**config.mk**
```make
export PLATFORM = sky130hd
export DESIGN_NAME = multilevel_ready_queue_scheduler
export DESIGN_NICKNAME = d
export VERILOG_FILES = /design/src/rtl/core/mrqs_pkg.sv /design/src/rtl/core/mrqs_front.sv /design/src/rtl/core/mrqs_back.sv /design/src/rtl/core/multilevel_ready_queue_scheduler.sv
export SDC_FILE = /design/constraint.sdc
export NUM_CORES = 2
export LEC_CHECK = 0
export ABC_AREA = 1
export ABC_CLOCK_PERIOD_IN_PS = 23100
export BUFFER_PORTS_ARGS = -buffer_cell sky130_fd_sc_hd__buf_2
export CORE_ASPECT_RATIO = 0.6
export CORE_MARGIN = 2
export CORE_UTILIZATION = 38
export DETAILED_ROUTE_END_ITERATION = 7
export PLACE_DENSITY = 0.55
export SETUP_SLACK_MARGIN = 0.5
export SLEW_MARGIN = 10
export SYNTH_ARGS = -nofsm -noshare
export SYNTH_HDL_FRONTEND = slang
export SYNTH_SLANG_ARGS = --single-unit
```
**constraint.sdc**
```tcl
create_clock -name clk -period 23.1 [get_ports clk]
set_input_delay 5.775 -clock clk [delete_from_list [all_inputs] [get_ports clk]]
set_output_delay 5.775 -clock clk [all_outputs]
set_load 0.005 [all_outputs]
```
**src/rtl/core/mrqs_pkg.sv**
```systemverilog
// ----------------------------------------------------------------------------
// mrqs_pkg: shared types and constants for the multilevel ready-queue scheduler
// Level and process counts, command and status codes, and the classified item
// that passes from the front end to the back end.
// ----------------------------------------------------------------------------
package mrqs_pkg;

  localparam int LEVELS    = 8;
  localparam int PROCS     = 64;
  localparam int LVL_W     = $clog2(LEVELS);
  localparam int HEAD_W    = $clog2(PROCS);
  localparam int CNT_W     = $clog2(PROCS + 1);
  localparam int ADDR_W    = $clog2(LEVELS * PROCS);
  localparam int MEM_DEPTH = LEVELS * PROCS;
  localparam int FIFO_DEPTH = 2;

  localparam logic [7:0] DEPTH_MAX = 8'd255;

  typedef enum logic [1:0] {
    OP_ENQ     = 2'd0,
    OP_RESCHED = 2'd1,
    OP_START   = 2'd2,
    OP_STOP    = 2'd3
  } op_t;

  localparam logic [1:0] ST_OK    = 2'd0;
  localparam logic [1:0] ST_ERR   = 2'd1;
  localparam logic [1:0] ST_DEFER = 2'd2;

  typedef struct packed {
    op_t        op;
    logic [5:0] pid;
    logic [2:0] lvl;
    logic       elig;
  } item_t;

endpackage

```
**src/rtl/core/mrqs_front.sv**
```systemverilog
// ----------------------------------------------------------------------------
// mrqs_front: command intake
// Decodes each input transaction into a classified item and holds it in a
// two-entry queue until the back end takes it.
// ----------------------------------------------------------------------------
module mrqs_front (
  input  logic               clk,
  input  logic               rst,
  input  logic               push,
  output logic               full,
  input  logic [1:0]         command,
  input  logic [5:0]         proc_id,
  input  logic [2:0]         prio_level,
  input  logic               still_eligible,
  output logic               item_valid,
  output mrqs_pkg::item_t    item,
  input  logic               take
);
  import mrqs_pkg::*;

  localparam int PTR_W = $clog2(FIFO_DEPTH);

  item_t                   slots [FIFO_DEPTH];
  logic [PTR_W-1:0]        wr_ptr;
  logic [PTR_W-1:0]        rd_ptr;
  logic [PTR_W:0]          cnt;
  logic                    wr_en;
  logic                    rd_en;
  item_t                   item_in;

  // classify the incoming command
  always_comb begin
    item_in.op   = op_t'(command);
    item_in.pid  = proc_id;
    item_in.lvl  = prio_level;
    item_in.elig = still_eligible;
  end

  assign full       = (cnt == (PTR_W+1)'(FIFO_DEPTH));
  assign item_valid = (cnt != '0);
  assign item       = slots[rd_ptr];
  assign wr_en      = push && !full;
  assign rd_en      = take && item_valid;

  // payload storage
  always_ff @(posedge clk) begin
    if (wr_en) begin
      slots[wr_ptr] <= item_in;
    end
  end

  // pointers and fill count
  always_ff @(posedge clk) begin
    if (rst) begin
      wr_ptr <= '0;
      rd_ptr <= '0;
      cnt    <= '0;
    end else begin
      if (wr_en) begin
        wr_ptr <= (wr_ptr == PTR_W'(FIFO_DEPTH - 1)) ? '0 : wr_ptr + 1'b1;
      end
      if (rd_en) begin
        rd_ptr <= (rd_ptr == PTR_W'(FIFO_DEPTH - 1)) ? '0 : rd_ptr + 1'b1;
      end
      if (wr_en && !rd_en) begin
        cnt <= cnt + 1'b1;
      end else if (rd_en && !wr_en) begin
        cnt <= cnt - 1'b1;
      end
    end
  end

  a_no_overflow: assert property (@(posedge clk) disable iff (rst)
    full && !rd_en |=> full)
    else $error("front queue lost an entry while full");
  a_cnt_range: assert property (@(posedge clk) disable iff (rst)
    cnt <= (PTR_W+1)'(FIFO_DEPTH))
    else $error("front queue count out of range");
  a_take_valid: assert property (@(posedge clk) disable iff (rst)
    !item_valid |=> !($past(rd_en)))
    else $error("back end took from an empty front queue");

endmodule

```
**src/rtl/core/mrqs_back.sv**
```systemverilog
// ----------------------------------------------------------------------------
// mrqs_back: scheduling engine
// Holds the per-level ring buffers, the running process and the deferral
// state; executes one item at a time and registers its result.
// ----------------------------------------------------------------------------
module mrqs_back (
  input  logic               clk,
  input  logic               rst,
  input  logic               item_valid,
  input  mrqs_pkg::item_t    item,
  output logic               take,
  output logic               empty,
  input  logic               pop,
  output logic [1:0]         status,
  output logic               switched,
  output logic [5:0]         next_pid,
  output logic [2:0]         next_level
);
  import mrqs_pkg::*;

  typedef enum logic [1:0] {
    S_IDLE = 2'b01,
    S_DISP = 2'b10
  } state_t;

  state_t               state;
  logic [HEAD_W-1:0]    head  [LEVELS];
  logic [CNT_W-1:0]     count [LEVELS];
  logic [5:0]           running_pid;
  logic [7:0]           defer_depth;
  logic                 defer_pending;
  logic                 out_valid;

  // saved dispatch context
  logic [LVL_W-1:0]     d_top;
  logic [5:0]           d_old;
  logic                 d_push;
  logic [LVL_W-1:0]     d_plvl;

  // queue memory
  logic [5:0]           mem [MEM_DEPTH];
  logic [5:0]           rd_data;
  logic                 mem_we;
  logic [ADDR_W-1:0]    mem_wa;
  logic [5:0]           mem_wd;
  logic                 mem_re;
  logic [ADDR_W-1:0]    mem_ra;

  // decode helpers
  logic [LVL_W-1:0]     top;
  logic                 any;
  logic [LVL_W-1:0]     ilvl;
  logic                 lvl_ok;
  logic                 enq_ok;
  logic [HEAD_W-1:0]    enq_pos;
  logic                 disp_req;
  logic                 keep;
  logic [LVL_W-1:0]     plvl;
  logic [HEAD_W-1:0]    head_a;
  logic [CNT_W-1:0]     count_a;
  logic [HEAD_W-1:0]    d_pos;
  logic                 d_ok;
  logic [HEAD_W-1:0]    top_head_inc;

  function automatic logic [HEAD_W-1:0] wrap_add(logic [HEAD_W-1:0] h,
                                                 logic [CNT_W-1:0] c);
    logic [CNT_W:0] s;
    s = (CNT_W+1)'(h) + (CNT_W+1)'(c);
    if (s >= (CNT_W+1)'(PROCS)) begin
      s = s - (CNT_W+1)'(PROCS);
    end
    return HEAD_W'(s);
  endfunction

  function automatic logic [ADDR_W-1:0] slot_addr(logic [LVL_W-1:0] l,
                                                  logic [HEAD_W-1:0] p);
    return ADDR_W'(32'(l) * PROCS + 32'(p));
  endfunction

  assign take  = item_valid && (state == S_IDLE) && (!out_valid || pop);
  assign empty = !out_valid;

  // highest non-empty level
  always_comb begin
    top = '0;
    any = 1'b0;
    for (int k = 0; k < LEVELS; k++) begin
      if (count[k] != '0) begin
        top = LVL_W'(k);
        any = 1'b1;
      end
    end
  end

  always_comb begin
    ilvl     = LVL_W'(item.lvl);
    lvl_ok   = (32'(item.lvl) < LEVELS);
    enq_ok   = (item.pid != 6'd0) && (32'(item.pid) < PROCS) && lvl_ok &&
               (count[ilvl] < CNT_W'(PROCS));
    enq_pos  = wrap_add(head[ilvl], count[ilvl]);
    disp_req = ((item.op == OP_RESCHED) && (defer_depth == 8'd0)) ||
               ((item.op == OP_STOP) && (defer_depth == 8'd1) && defer_pending);
    keep     = item.elig && (!any || (32'(item.lvl) > 32'(top)));
    plvl     = lvl_ok ? ilvl : LVL_W'(LEVELS - 1);
  end

  // re-queue position once the head of the top level has been removed
  always_comb begin
    top_head_inc = (head[d_top] == HEAD_W'(PROCS - 1)) ? '0 : head[d_top] + 1'b1;
    if (d_plvl == d_top) begin
      head_a  = top_head_inc;
      count_a = count[d_top] - 1'b1;
    end else begin
      head_a  = head[d_plvl];
      count_a = count[d_plvl];
    end
    d_pos = wrap_add(head_a, count_a);
    d_ok  = (count_a < CNT_W'(PROCS));
  end

  // memory port control
  always_comb begin
    mem_we = 1'b0;
    mem_wa = slot_addr(ilvl, enq_pos);
    mem_wd = item.pid;
    mem_re = 1'b0;
    mem_ra = slot_addr(top, head[top]);
    if (take && (item.op == OP_ENQ) && enq_ok) begin
      mem_we = 1'b1;
    end
    if (take && disp_req && !keep && any) begin
      mem_re = 1'b1;
    end
    if ((state == S_DISP) && d_push && d_ok) begin
      mem_we = 1'b1;
      mem_wa = slot_addr(d_plvl, d_pos);
      mem_wd = d_old;
    end
  end

  always_ff @(posedge clk) begin
    if (mem_we) begin
      mem[mem_wa] <= mem_wd;
    end
    if (mem_re) begin
      rd_data <= mem[mem_ra];
    end
  end

  // result payload and dispatch context
  always_ff @(posedge clk) begin
    if (take) begin
      d_top  <= top;
      d_old  <= running_pid;
      d_push <= item.elig && (running_pid != 6'd0);
      d_plvl <= plvl;
      status     <= ST_OK;
      switched   <= 1'b0;
      next_level <= '0;
      unique case (item.op)
        OP_ENQ: begin
          if (!enq_ok) status <= ST_ERR;
        end
        OP_RESCHED: begin
          if (defer_depth != 8'd0) status <= ST_DEFER;
        end
        OP_START: begin
          if (defer_depth == DEPTH_MAX) status <= ST_ERR;
        end
        OP_STOP: begin
          if (defer_depth == 8'd0) status <= ST_ERR;
        end
        default: ;
      endcase
      if (disp_req && !keep && !any) begin
        switched <= 1'b1;
      end
    end else if (state == S_DISP) begin
      switched   <= 1'b1;
      next_level <= 3'(d_top);
      status     <= (d_push && !d_ok) ? ST_ERR : ST_OK;
    end
  end

  assign next_pid = running_pid;

  // control state
  always_ff @(posedge clk) begin
    if (rst) begin
      state         <= S_IDLE;
      running_pid   <= '0;
      defer_depth   <= '0;
      defer_pending <= 1'b0;
      out_valid     <= 1'b0;
      for (int k = 0; k < LEVELS; k++) begin
        head[k]  <= '0;
        count[k] <= '0;
      end
    end else begin
      if (pop && out_valid) out_valid <= 1'b0;
      unique case (state)
        S_IDLE: begin
          if (take) begin
            out_valid <= 1'b1;
            unique case (item.op)
              OP_ENQ: begin
                if (enq_ok) count[ilvl] <= count[ilvl] + 1'b1;
              end
              OP_RESCHED: begin
                if (defer_depth != 8'd0) defer_pending <= 1'b1;
              end
              OP_START: begin
                if (defer_depth != DEPTH_MAX) begin
                  if (defer_depth == 8'd0) defer_pending <= 1'b0;
                  defer_depth <= defer_depth + 1'b1;
                end
              end
              OP_STOP: begin
                if (defer_depth != 8'd0) begin
                  defer_depth <= defer_depth - 1'b1;
                  if (defer_depth == 8'd1) defer_pending <= 1'b0;
                end
              end
              default: ;
            endcase
            if (disp_req && !keep) begin
              if (any) begin
                out_valid <= 1'b0;
                state     <= S_DISP;
              end else begin
                running_pid <= '0;
              end
            end
          end
        end
        S_DISP: begin
          running_pid  <= rd_data;
          head[d_top]  <= top_head_inc;
          count[d_top] <= count[d_top] - 1'b1;
          if (d_push && d_ok) count[d_plvl] <= count_a + 1'b1;
          out_valid <= 1'b1;
          state     <= S_IDLE;
        end
        default: state <= S_IDLE;
      endcase
    end
  end

  a_disp_no_result: assert property (@(posedge clk) disable iff (rst)
    (state == S_DISP) |-> !out_valid)
    else $error("dispatch in flight while a result is still held");
  a_disp_one_cycle: assert property (@(posedge clk) disable iff (rst)
    (state == S_DISP) |=> (state == S_IDLE) && out_valid)
    else $error("dispatch did not finish in one cycle");
  a_pending_depth: assert property (@(posedge clk) disable iff (rst)
    defer_pending |-> (defer_depth != 8'd0))
    else $error("deferred reschedule recorded with no deferral open");

endmodule

```
**src/rtl/core/multilevel_ready_queue_scheduler.sv**
```systemverilog
// ----------------------------------------------------------------------------
// multilevel_ready_queue_scheduler: priority run-queue scheduler
// One ring buffer per level in a shared memory; enqueue, reschedule and
// nested deferral commands, one result per command.
//
//   channel   dir  handshake        payload
//   command   in   push / full      command, proc_id, prio_level, still_eligible
//   result    out  pop / empty      status, switched, next_pid, next_level
//
// Enqueue, deferral and non-dispatching commands complete in the back end's idle
// state; a dispatch that pops a queue also visits S_DISP (memory read, then
// write-back). A two-entry intake queue and the result register decouple both
// sides. Reset is synchronous; all levels come up empty, idle process running,
// no clearing pass is needed. A stalled result holds; intake keeps filling.
// ----------------------------------------------------------------------------
module multilevel_ready_queue_scheduler (
  input  logic       clk,
  input  logic       rst,
  input  logic       push,
  output logic       full,
  input  logic [1:0] command,
  input  logic [5:0] proc_id,
  input  logic [2:0] prio_level,
  input  logic       still_eligible,
  output logic       empty,
  input  logic       pop,
  output logic [1:0] status,
  output logic       switched,
  output logic [5:0] next_pid,
  output logic [2:0] next_level
);
  import mrqs_pkg::*;

  logic  item_valid;
  item_t item;
  logic  take;

  mrqs_front u_front (
    .clk            (clk),
    .rst            (rst),
    .push           (push),
    .full           (full),
    .command        (command),
    .proc_id        (proc_id),
    .prio_level     (prio_level),
    .still_eligible (still_eligible),
    .item_valid     (item_valid),
    .item           (item),
    .take           (take)
  );

  mrqs_back u_back (
    .clk        (clk),
    .rst        (rst),
    .item_valid (item_valid),
    .item       (item),
    .take       (take),
    .empty      (empty),
    .pop        (pop),
    .status     (status),
    .switched   (switched),
    .next_pid   (next_pid),
    .next_level (next_level)
  );

endmodule
```
==> impl_metrics.tcl <==
set metrics [dict create \
    overflow 0 \
    synth_top_area_cell "edfxtp_1" \
    first_global_vias 90500 \
    rsz0062_at_grt "false" \
    end_kind "register" \
    final_cell_mix "nand3_1 (3712), edfxtp_1 (3222), nand2_1 (2774), nor2_1 (677), clkbuf_16 (310)" \
    track_usage 0.230 \
    drt_first_pass_iters 8 \
    finalCriticalPeriod_ns 9.79 \
    switching_power_mw 5.08 \
    hp-class "register to register" \
    pwr-share-clk 0.320 \
    finalSetupViolCount 0 \
    powerDensity_mw_per_mm2 103 \
    ctsResizeCount 0 \
    final_common_cell "nand3_1" \
    cp_slowest_cell "inv_8" \
    first_iter_violations 15200 \
    nets 11800 \
    portBuffers 29 \
    synthesis.nets 12200 \
    yosysUniqueCellTypes 51 \
    htreeDepth 5 \
    ctsHoldBuffers 0 \
    dp.final_hpwl_um 259000 \
    final_util 0.421 \
    yosysTopAreaCellShare 0.704 \
    fmax_mhz 102 \
    ys_seq_elements 3254 \
    synth_edf_count 3222 \
    placedCellCount 16200 \
    p_comb_frac 0.218 \
    critPathMostFrequentCell "nand3_1" \
    synth.avg_cell_area_um2 11.3 \
    floorplan.core_area_mm2 0.359 \
    ys_seq_area_frac 0.709 \
    vias_per_cell 5.85 \
    power_frac_seq 0.462 \
    clk_pin_slew_ns 0.06 \
    seq_area_mm2 0.0974 \
    multiInputGateArea_mm2 0.0359 \
    rows 170 \
    syn_area_mm2 0.137 \
    irDropWorstVdd_uv 179 \
    postCtsSetupRepairBufs 0 \
    antenna_left 0 \
    synth_flop_cell "edfxtp_1" \
    period_share 0.424 \
    antenna_found_initial 15 \
    finalHoldViolCount 0 \
    cpPeakStageDelay_ns 0.91 \
    wl_per_cell_um 26.2 \
    cts_buffer_depth 4 \
    clk_latency_ns 0.91 \
    clkSinkCount 3254 \
    p_int_mw 10.5 \
    die_h_um 470 \
    stdcell_count 16800 \
    area_delta_synth_final_pct 9.91 \
    worst_pin_slew_ns 1.32 \
    drv_slew 0 \
    worst-path-max-fanout 155 \
    drive_gt1_frac 0.0591 \
    drv_cap 0 \
    wl_um 439000 \
    cp.required_ns 23.87 \
    io_pins 30 \
    p_leak_nw 51.0 \
    fillers 33000 \
    status "finished, final reports clean" \
    yosys-top-cells-area "edfxtp_1 (70%), nand3_1 (14%), nand2_1 (7.6%)" \
    yosys_warnings 0 \
    grt_max_degree 238 \
    power.share.switching 0.326 \
    cts-root-buf "clkbuf_16" \
    vias 98000 \
    grt_pass1_wl_um 629000 \
    tritoncts "done" \
    crit_type "register to register" \
    arrival_ns 10.56 \
    timing.final.ws_setup_ns 13.31 \
    cts_buffers 302 \
    synthesis.instances 12100 \
    fin_skew_ns 0.0569 \
    relSlewSlack 0.118 \
    fin_area_mm2 0.151 \
    placed_area_mm2 0.142 \
    start_util 0.383 \
    place_ws_ns 12.68 \
    gp_congestion 0.921 \
    timing.critical_path.from_type "register" \
    setup_total_negative_slack_ns 0 \
    die_area_mm2 0.367 \
    synth_async_sr_flop_share 0 \
    chipWidth_um 780 \
    drc 0 \
]
[final cells by class]
type / count / share of cell area
clock inverter: 156 / 0.0101
tap: 4816 / 0.0399
sequential: 3254 / 0.645
antenna: 3 / 0.0000497
inverter: 163 / 0.00422
timing repair buffer: 192 / 0.0106
clock buffer: 366 / 0.0528
multi-input combinational: 7815 / 0.238
[cells in the mapped netlist, types with 12 or more instances]
| cell | number |
|---|---|
| a21oi_1 | 146 |
| a31oi_1 | 12 |
| buf_1 | 91 |
| buf_2 | 397 |
| clkbuf_1 | 390 |
| dfxtp_1 | 32 |
| edfxtp_1 | 3222 |
| ha_1 | 24 |
| inv_1 | 146 |
| inv_2 | 14 |
| nand2_1 | 2787 |
| nand2_2 | 19 |
| nand3_1 | 3718 |
| nor2_1 | 678 |
| nor3_1 | 15 |
| o211ai_1 | 17 |
| o21ai_0 | 200 |
| o21ai_1 | 29 |
| o22ai_1 | 60 |
| xnor2_1 | 15 |
[path summary, 6_finish.rpt]
check,end,start,slack (ns),depth (start not counted)
setup reg to reg,u_back.rd_data[1],u_back.count[5][3],13.31,26
hold reg to reg,u_front.rd_ptr,u_front.rd_ptr,0.48,2
hold / removal,u_front.rd_ptr,u_front.rd_ptr,0.48,2
setup / recovery,u_back.rd_data[1],u_back.count[5][3],13.31,26
[registers in the layout, summed over array words and instances, names as in the netlist, 2 cells and up, named ones only]
signal	cells
u_back.defer_depth	8
u_front.cnt	2
u_front.slots	24
u_back.next_level	3
u_back.state	2
u_back.next_pid	6
u_back.count	56
u_back.d_old	6
u_back.d_top	3
u_back.d_plvl	3
u_back.status	2
u_back.head	48
u_back.mem	3072
u_back.rd_data	6
[critical path: cells and delay by family, from the launching register on]
family / cells / cell delay (ns)
buffers and inverters: 7 / 4.66
flip-flops: 1 / 0.41
AND/OR/NAND/NOR: 19 / 3.69
[power groups by stage]
stage | logic [mW] | clock network [mW] | registers (mW)
4_1_cts | 3.32 | 5.03 | 7.20
3_5_place_dp | 3.31 | 0 | 7.33
5_1_grt | 3.57 | 5.27 | 7.20
6_report | 3.39 | 4.99 | 7.20
3_3_place_gp | 3.30 | 0 | 7.33
2_1_floorplan | 1.66 | 0 | 8.03
[logic make-up (layout without fill, tap and decap cells)]
group | Yosys count | after routing | synth area share
and+or+nand+nor | 7262 | 7262 | 0.234
DFF | 3254 | 3254 | 0.709
buffers and inverters | 1053 | 877 | 0.0328
AOI/OAI and AO/OA | 501 | 501 | 0.0202
adders and majority gates | 26 | 26 | 0.00248
xor gates and xnor gates | 25 | 25 | 0.00159
muxes | 1 | 1 | 0.0000728
other | 0 | 3 | 0
[through the flow]
step           hold slack [ns]  total power [mW]
3_5_place_dp             0.469              10.6
5_1_grt                  0.518              16.0
3_3_place_gp             0.457              10.6
2_1_floorplan            0.448              9.69
6_report                 0.482              15.6
4_1_cts                  0.480              15.6
[layer usage]
layer / vias to the layer above / global-route usage / part of all wire
li1: 42700 / - / -
met1: 48200 / 0.353 / 0.44
met2: 6413 / 0.313 / 0.40
met3: 698 / 0.0729 / 0.14
met4: 4 / 0.0543 / 0.024
met5: - / 0 / 0.000075
Power figures use the tool's default switching activity.
